File: config.mk
export PLATFORM = sky130hd
export DESIGN_NAME = shd_ctrl
export DESIGN_NICKNAME = d
export VERILOG_FILES = /design/src/rtl/shd_pkg.sv /design/src/rtl/shd_ctrl.sv
export SDC_FILE = /design/constraint.sdc
export NUM_CORES = 1
export LEC_CHECK = 0
export ABC_AREA = 1
export BUFFER_PORTS_ARGS = -buffer_cell sky130_fd_sc_hd__buf_4
export CORE_AREA = 2 2 39 41
export DETAILED_ROUTE_END_ITERATION = 10
export DIE_AREA = 0 0 41 43
export PLACE_DENSITY = 0.79
export SKIP_LAST_GASP = 1
export SYNTH_ARGS = -nofsm -noshare
export SYNTH_HDL_FRONTEND = slang
export SYNTH_SLANG_ARGS = --single-unit
File: constraint.sdc
create_clock -name i_clk -period 2.4 [get_ports i_clk]
set_input_delay 0.6 -clock i_clk [delete_from_list [all_inputs] [get_ports i_clk]]
set_output_delay 0.6 -clock i_clk [all_outputs]
set_load 0.02 [all_outputs]
File: src/rtl/shd_pkg.sv
// shd_pkg: shared constants, request and phase codes, and the command/status
// structs that join the stroke hold controller and datapath.
// No dependencies.
package shd_pkg;

    localparam int MAX_SAMPLES = 256;
    localparam int AW          = $clog2(MAX_SAMPLES);
    localparam int CW          = $clog2(MAX_SAMPLES + 1);

    localparam int XW   = 16;
    localparam int TW   = 48;
    localparam int DW   = 16;
    localparam int HW   = 24;
    localparam int CFGW = 24;

    // request codes
    localparam logic [2:0] REQ_BEGIN     = 3'd0;
    localparam logic [2:0] REQ_APPEND    = 3'd1;
    localparam logic [2:0] REQ_REPLAY    = 3'd2;
    localparam logic [2:0] REQ_FINISH    = 3'd3;
    localparam logic [2:0] REQ_INTERRUPT = 3'd4;

    // stroke phases
    localparam logic [1:0] PH_IDLE   = 2'd0;
    localparam logic [1:0] PH_CAPT   = 2'd1;
    localparam logic [1:0] PH_HELD   = 2'd2;
    localparam logic [1:0] PH_REPLAY = 2'd3;

    // configuration register indexes
    localparam logic REG_DRIFT_LIMIT = 1'b0;
    localparam logic REG_HOLD_US     = 1'b1;

    localparam logic [DW-1:0] DRIFT_RESET = 16'd32;
    localparam logic [HW-1:0] HOLD_RESET  = 24'd500000;

    typedef struct packed {
        logic clear;   // empty the ring
        logic store;   // write the incoming sample
        logic walk;    // start the stationary-run walk
    } t_cmd;

    typedef struct packed {
        logic walk_done;
        logic held;
        logic trunc;
    } t_stat;

endpackage

File: src/rtl/shd_ctrl.sv
// shd_ctrl: request decoder and sequencer; owns the stroke phase, the
// recorded reason and the result registers. Depends on shd_pkg.
module shd_ctrl (
    input  logic                i_clk,
    input  logic                i_rst_n,
    input  logic                i_start,
    input  logic [2:0]          i_req_type,
    input  logic [2:0]          i_interrupt_reason,
    input  shd_pkg::t_stat      i_stat,
    output shd_pkg::t_cmd       o_cmd,
    output logic                o_busy,
    output logic                o_done,
    output logic                o_accepted,
    output logic [1:0]          o_phase,
    output logic [2:0]          o_last_reason,
    output logic                o_run_truncated
);
    import shd_pkg::*;

    localparam logic S_IDLE = 1'b0;
    localparam logic S_WALK = 1'b1;

    logic       r_state, n_state;
    logic [1:0] r_phase, n_phase;
    logic [2:0] r_reason, n_reason;
    logic       r_done, n_done;
    logic       r_acc, n_acc;
    logic       r_trunc, n_trunc;
    logic       accept;
    t_cmd       cmd;

    assign accept = i_start && (r_state == S_IDLE);

    always_comb begin
        n_state  = r_state;
        n_phase  = r_phase;
        n_reason = r_reason;
        n_done   = 1'b0;
        n_acc    = 1'b0;
        n_trunc  = 1'b0;
        cmd      = '0;
        case (r_state)
            S_IDLE: begin
                if (accept) begin
                    n_done = 1'b1;
                    case (i_req_type)
                        REQ_BEGIN: begin
                            if (r_phase == PH_IDLE) begin
                                cmd.clear = 1'b1;
                                cmd.store = 1'b1;
                                n_phase   = PH_CAPT;
                                n_acc     = 1'b1;
                            end
                        end
                        REQ_APPEND: begin
                            if (r_phase inside {PH_CAPT, PH_HELD}) begin
                                // result comes when the walk finishes
                                cmd.store = 1'b1;
                                cmd.walk  = 1'b1;
                                n_done    = 1'b0;
                                n_state   = S_WALK;
                            end
                        end
                        REQ_REPLAY: begin
                            if (r_phase == PH_HELD) begin
                                n_phase = PH_REPLAY;
                                n_acc   = 1'b1;
                            end
                        end
                        REQ_FINISH: begin
                            cmd.clear = 1'b1;
                            n_phase   = PH_IDLE;
                            n_acc     = 1'b1;
                        end
                        REQ_INTERRUPT: begin
                            cmd.clear = 1'b1;
                            n_reason  = i_interrupt_reason;
                            n_phase   = PH_IDLE;
                            n_acc     = 1'b1;
                        end
                        default: begin
                        end
                    endcase
                end
            end
            S_WALK: begin
                if (i_stat.walk_done) begin
                    n_phase = i_stat.held ? PH_HELD : PH_CAPT;
                    n_done  = 1'b1;
                    n_acc   = 1'b1;
                    n_trunc = i_stat.trunc;
                    n_state = S_IDLE;
                end
            end
            default: begin
                n_state = S_IDLE;
            end
        endcase
    end

    always_ff @(posedge i_clk) begin
        if (!i_rst_n) begin
            r_state  <= S_IDLE;
            r_phase  <= PH_IDLE;
            r_reason <= '0;
            r_done   <= 1'b0;
            r_acc    <= 1'b0;
            r_trunc  <= 1'b0;
        end else begin
            r_state  <= n_state;
            r_phase  <= n_phase;
            r_reason <= n_reason;
            r_done   <= n_done;
            r_acc    <= n_acc;
            r_trunc  <= n_trunc;
        end
    end

    assign o_cmd           = cmd;
    assign o_busy          = (r_state != S_IDLE);
    assign o_done          = r_done;
    assign o_accepted      = r_acc;
    assign o_phase         = r_phase;
    assign o_last_reason   = r_reason;
    assign o_run_truncated = r_trunc;

endmodule

After elaboration in Yosys (flattened, before gate mapping)
Cells that the tools add are included.
{ "totals": {"reg_bits": 9, "in_bits": 12} }
{ "classes": {"n_eq_ne": 11, "muxes": 29, "bitwise_logic": 1, "n_reduce_logical": 8} }
{ "op_table": {"columns": ["op", "n"], "rows": [
  ["$mux 2", 7],
  ["$mux 1", 12],
  ["$pmux 1 s2", 5],
  ["$eq 3x2->1 const B", 2],
  ["$mux 3", 2],
  ["$ne 3x3->1 const B", 2],
  ["$pmux 2 s3", 1],
  ["$reduce_and 3->1", 2],
  ["$reduce_and 5->1", 1],
  ["$ne 2x2->1 const B", 2],
  ["$ne 4x2->1 const B", 1],
  ["$pmux 2 s2", 1],
  ["$eq 3x1->1 const B", 1],
  ["$eq 3x3->1 const B", 1],
  ["$logic_not 3->1", 1],
  ["$pmux 1 s3", 1],
  ["$eq 2x1->1 const B", 1],
  ["$eq 2x2->1 const B", 1],
  ["$logic_not 2->1", 1],
  ["$reduce_bool 2->1", 1],
  ["$reduce_or 2->1", 1],
  ["$logic_and 1x1->1", 1],
  ["$not 1->1", 1]
]} }

Logic depth before layout (Yosys ltp)
{ "logic_depth": {"word_depth": 6, "depth_mapped": 9, "depth_no_buf": 9} }

Least setup slack after synthesis
Ideal clock, no wire load.
{ "synth_path": {"kind": "register to output", "from": "reg r_phase[0], in the netlist o_phase[0]", "to": "out o_cmd[1] (netlist name)", "arrival_time_ps": 1297, "path_slack_ps": 503, "stages_incl_launch_ff": 5, "n_path_buf": 0, "path_cell_list": "dfxtp_1 > inv_1 > ha_1 > nand4_1 > a21oi_1"} }
{ "synth_lines": {"columns": ["item", "line", "text"], "rows": [
  ["start: declaration", "shd_ctrl.sv:24", "logic [1:0] r_phase, n_phase;"],
  ["start signal: assignment", "shd_ctrl.sv:111", "r_phase <= n_phase;"],
  ["end: declaration", "shd_ctrl.sv:10", "output shd_pkg::t_cmd o_cmd,"]
]} }

==> impl_results.md <==
* Status: finished, final reports clean
* DRC at 0
* Hold WC Path Type: reg2reg
* Layout filler cell count at 142
* Largest net degree at the start of global routing at 10
* CTS tree: done
* Worst R2R Setup Slack at 1.17 ns
* CTS Buf Count at 3
* Commonest non-fill, non-tap cell in the layout: buf_4
* Vias in the first global route at 490
* Critical R2R Launch: o_phase[0]
* Final Cycle Share at 0.851
* Internal power at 259 uW
* Vias per cell at 4.68
* First-pass GRT wire length at 1900 um
* First-pass DRT Iterations at 3
* Max Cap Viol at 0
* Psw at 106 uW
* Die height at 43 um
* Initial Utilization at 0.365
* DIE WIDTH at 41 um
* Slew Viols, Final at 0
* LEAKAGE at 0.383 nW
* CP endpoint kind: primary output
* Simple-gate share of the synthesized area at 0.386
* RSZ-0062 raised after global routing: false
* Comb power frac at 0.239
* Final setup margin at 0.358 ns
* Worst Path Max Fanout at 3
* Sw Share at 0.289
* Distinct cells, synth at 20
* Hold EP: o_last_reason[2]
* Die area at 1760 sq um
* Area of the mapped netlist at 505 sq um
* Cts repair resizes at 0
* Rows at 14
* Worst reg2reg path endpoint: o_phase[0]
* Post-CTS Hold Buffers at 0
* CTS Root Cell: clkbuf_4
* Clock Power Share at 0.321
* Port bufs at 23
* Clk buf depth at 2
* XOR/XNOR share of the synthesized area at 0
* Sequential element share of the synthesized area at 0.356
* Clock sink total at 9
* Share of layout cells above drive strength 1 at 0.408
* WS Path Type: reg2out
* Final Hold Fails at 0
* Storage cell area at 180 sq um
* Vias at 534
* Mux contribution to synthesized area at 0
* Yosys warns at 0
* Worst-Margin Slew at 0.253 ns
* Clk_lat worst skew at 0.26 ns
* Synthesis-to-layout area growth at 42.3%
* Syn_nets at 86
* Worst hold path depth at 2
* Routed WL per cell at 9.64 um
* DPL Wire Length at 873 um
* Most frequent cells in the layout: buf_4, nor2_1, nand2_1
* H-tree levels at 1
* Worst Path Arrival at 1.44 ns
* Synth Area in Compound Gates at 0.116
* First DRT Iteration DRCs at 8
* Clk slew on worst S/H paths at 0.06 ns
* Fmax at 490 MHz
* DRT antenna net count at 0
* # diodes at 0
* Setup bufs post-CTS at 0
* Post-Route WL at 1100 um
* Initial antenna violation count at 0
* Areal power density over the cells at 507 nW/um^2
* Area share of fa/ha/maj cells after synthesis at 0.0495
* Placer Congestion at 0.788
* Hold Crit Start: o_last_reason[2]
* Setup TNS after final layout at 0 ns
* Max-slew headroom at 0.831
* GRT Total Usage at 0.164
* Worst Setup SP: o_phase[0]
* Core area at 1380 sq um
* CP Launch Type: register
* # IOs at 24
* Reg2Reg Depth at 8
* Final setup viols at 0
* Largest family of logic cells by synthesized area: simple AND/OR/NAND/NOR gates
* VDD IR max at 0.000344 V
* Place WS at 0.490 ns
* Footprint of the multi-input gates at 279 sq um
* Min cycle time layout at 2.04 ns
* Post-Syn Instances at 72
* Data required, critical path at 1.80 ns
* Total gr overflow at 0
* Nets at 113
* Clk_skew at 0.00104 ns
* Register bit total from synthesis at 9
* Avg Inst Size Synth at 7.02 sq um
* Part of the power in registers at 0.440
-- critical path, stage by stage (launching register included) --
cell	delay (ns)
dfxtp_1	0.36
inv_1	0.07
ha_1	0.28
nand4_1	0.14
a21oi_1	0.17
buf_4	0.16
-- through the flow --
| stage | std cells | utilization | power [mW] | hold slack (ns) | area (sq um) |
|---|---|---|---|---|---|
| floorplan | 72 | - | 0.214 | 0.584 | 505 |
| global placement | 110 | 0.501 | 0.250 | 0.496 | 693 |
| detailed placement | 110 | 0.501 | 0.252 | 0.510 | 693 |
| CTS | 114 | 0.520 | 0.371 | 0.524 | 719 |
| global route | 114 | 0.520 | 0.387 | 0.560 | 719 |
| finish | 114 | 0.520 | 0.365 | 0.514 | 719 |
-- worst max-delay path by stage --
stage and to:
2_1_floorplan o_cmd[1], 3_3_place_gp o_cmd[1], 3_5_place_dp o_cmd[1], 4_1_cts o_cmd[1], 5_1_grt o_cmd[0], 6_report o_cmd[1]
-- synth_stat cells (all sizes together) --
| master | count | area (sq um) |
|---|---|---|
| and3 | 1 | 7.51 |
| o21a | 1 | 7.51 |
| a21oi | 5 | 28.8 |
| nand3 | 8 | 45.0 |
| a21boi | 1 | 7.51 |
| o21ai | 3 | 15.0 |
| nor2 | 15 | 58.8 |
| nor3 | 1 | 16.3 |
| nand2 | 13 | 61.3 |
| clkbuf | 1 | 5.00 |
| dfxtp | 9 | 180 |
| inv | 11 | 41.3 |
| nand4 | 1 | 6.26 |
| ha | 2 | 25.0 |
-- state kept, by name (all words and copies together), names as in the netlist --
name             count
o_last_reason        3
o_phase              2
o_accepted           1
o_busy               1
o_done               1
o_run_truncated      1
-- kinds of logic after synthesis --
kind of cell,Yosys count
and+or+nand+nor,39
buffers and inverters,12
AOI/OAI and AO/OA,10
DFF,9
adders and majority gates,2
-- final cells by class --
| class | count | share of cell area |
|---|---|---|
| clock buffer | 4 | 0.0365 |
| tap | 16 | 0.0278 |
| inverter | 11 | 0.0574 |
| multi-input combinational | 51 | 0.388 |
| sequential | 9 | 0.250 |
| timing repair buffer | 23 | 0.240 |
-- routing by layer --
layer | vias to the layer above | part of all wire | global-route usage
li1 | 281 | - | -
met1 | 237 | 0.42 | 0.193
met2 | 14 | 0.49 | 0.241
met3 | 2 | 0.076 | 0.0942
met4 | 0 | 0.0091 | 0.0600
met5 | - | 0 | 0
-- power groups by stage --
stage               clock network [mW]  logic (mW)  registers, mW
floorplan                            0      0.0421          0.172
global placement                     0      0.0862          0.164
detailed placement                   0      0.0874          0.164
CTS                              0.122      0.0878          0.161
global route                     0.127      0.0979          0.161
finish                           0.117      0.0873          0.161
No activity file was read; power rests on OpenSTA's default activity.
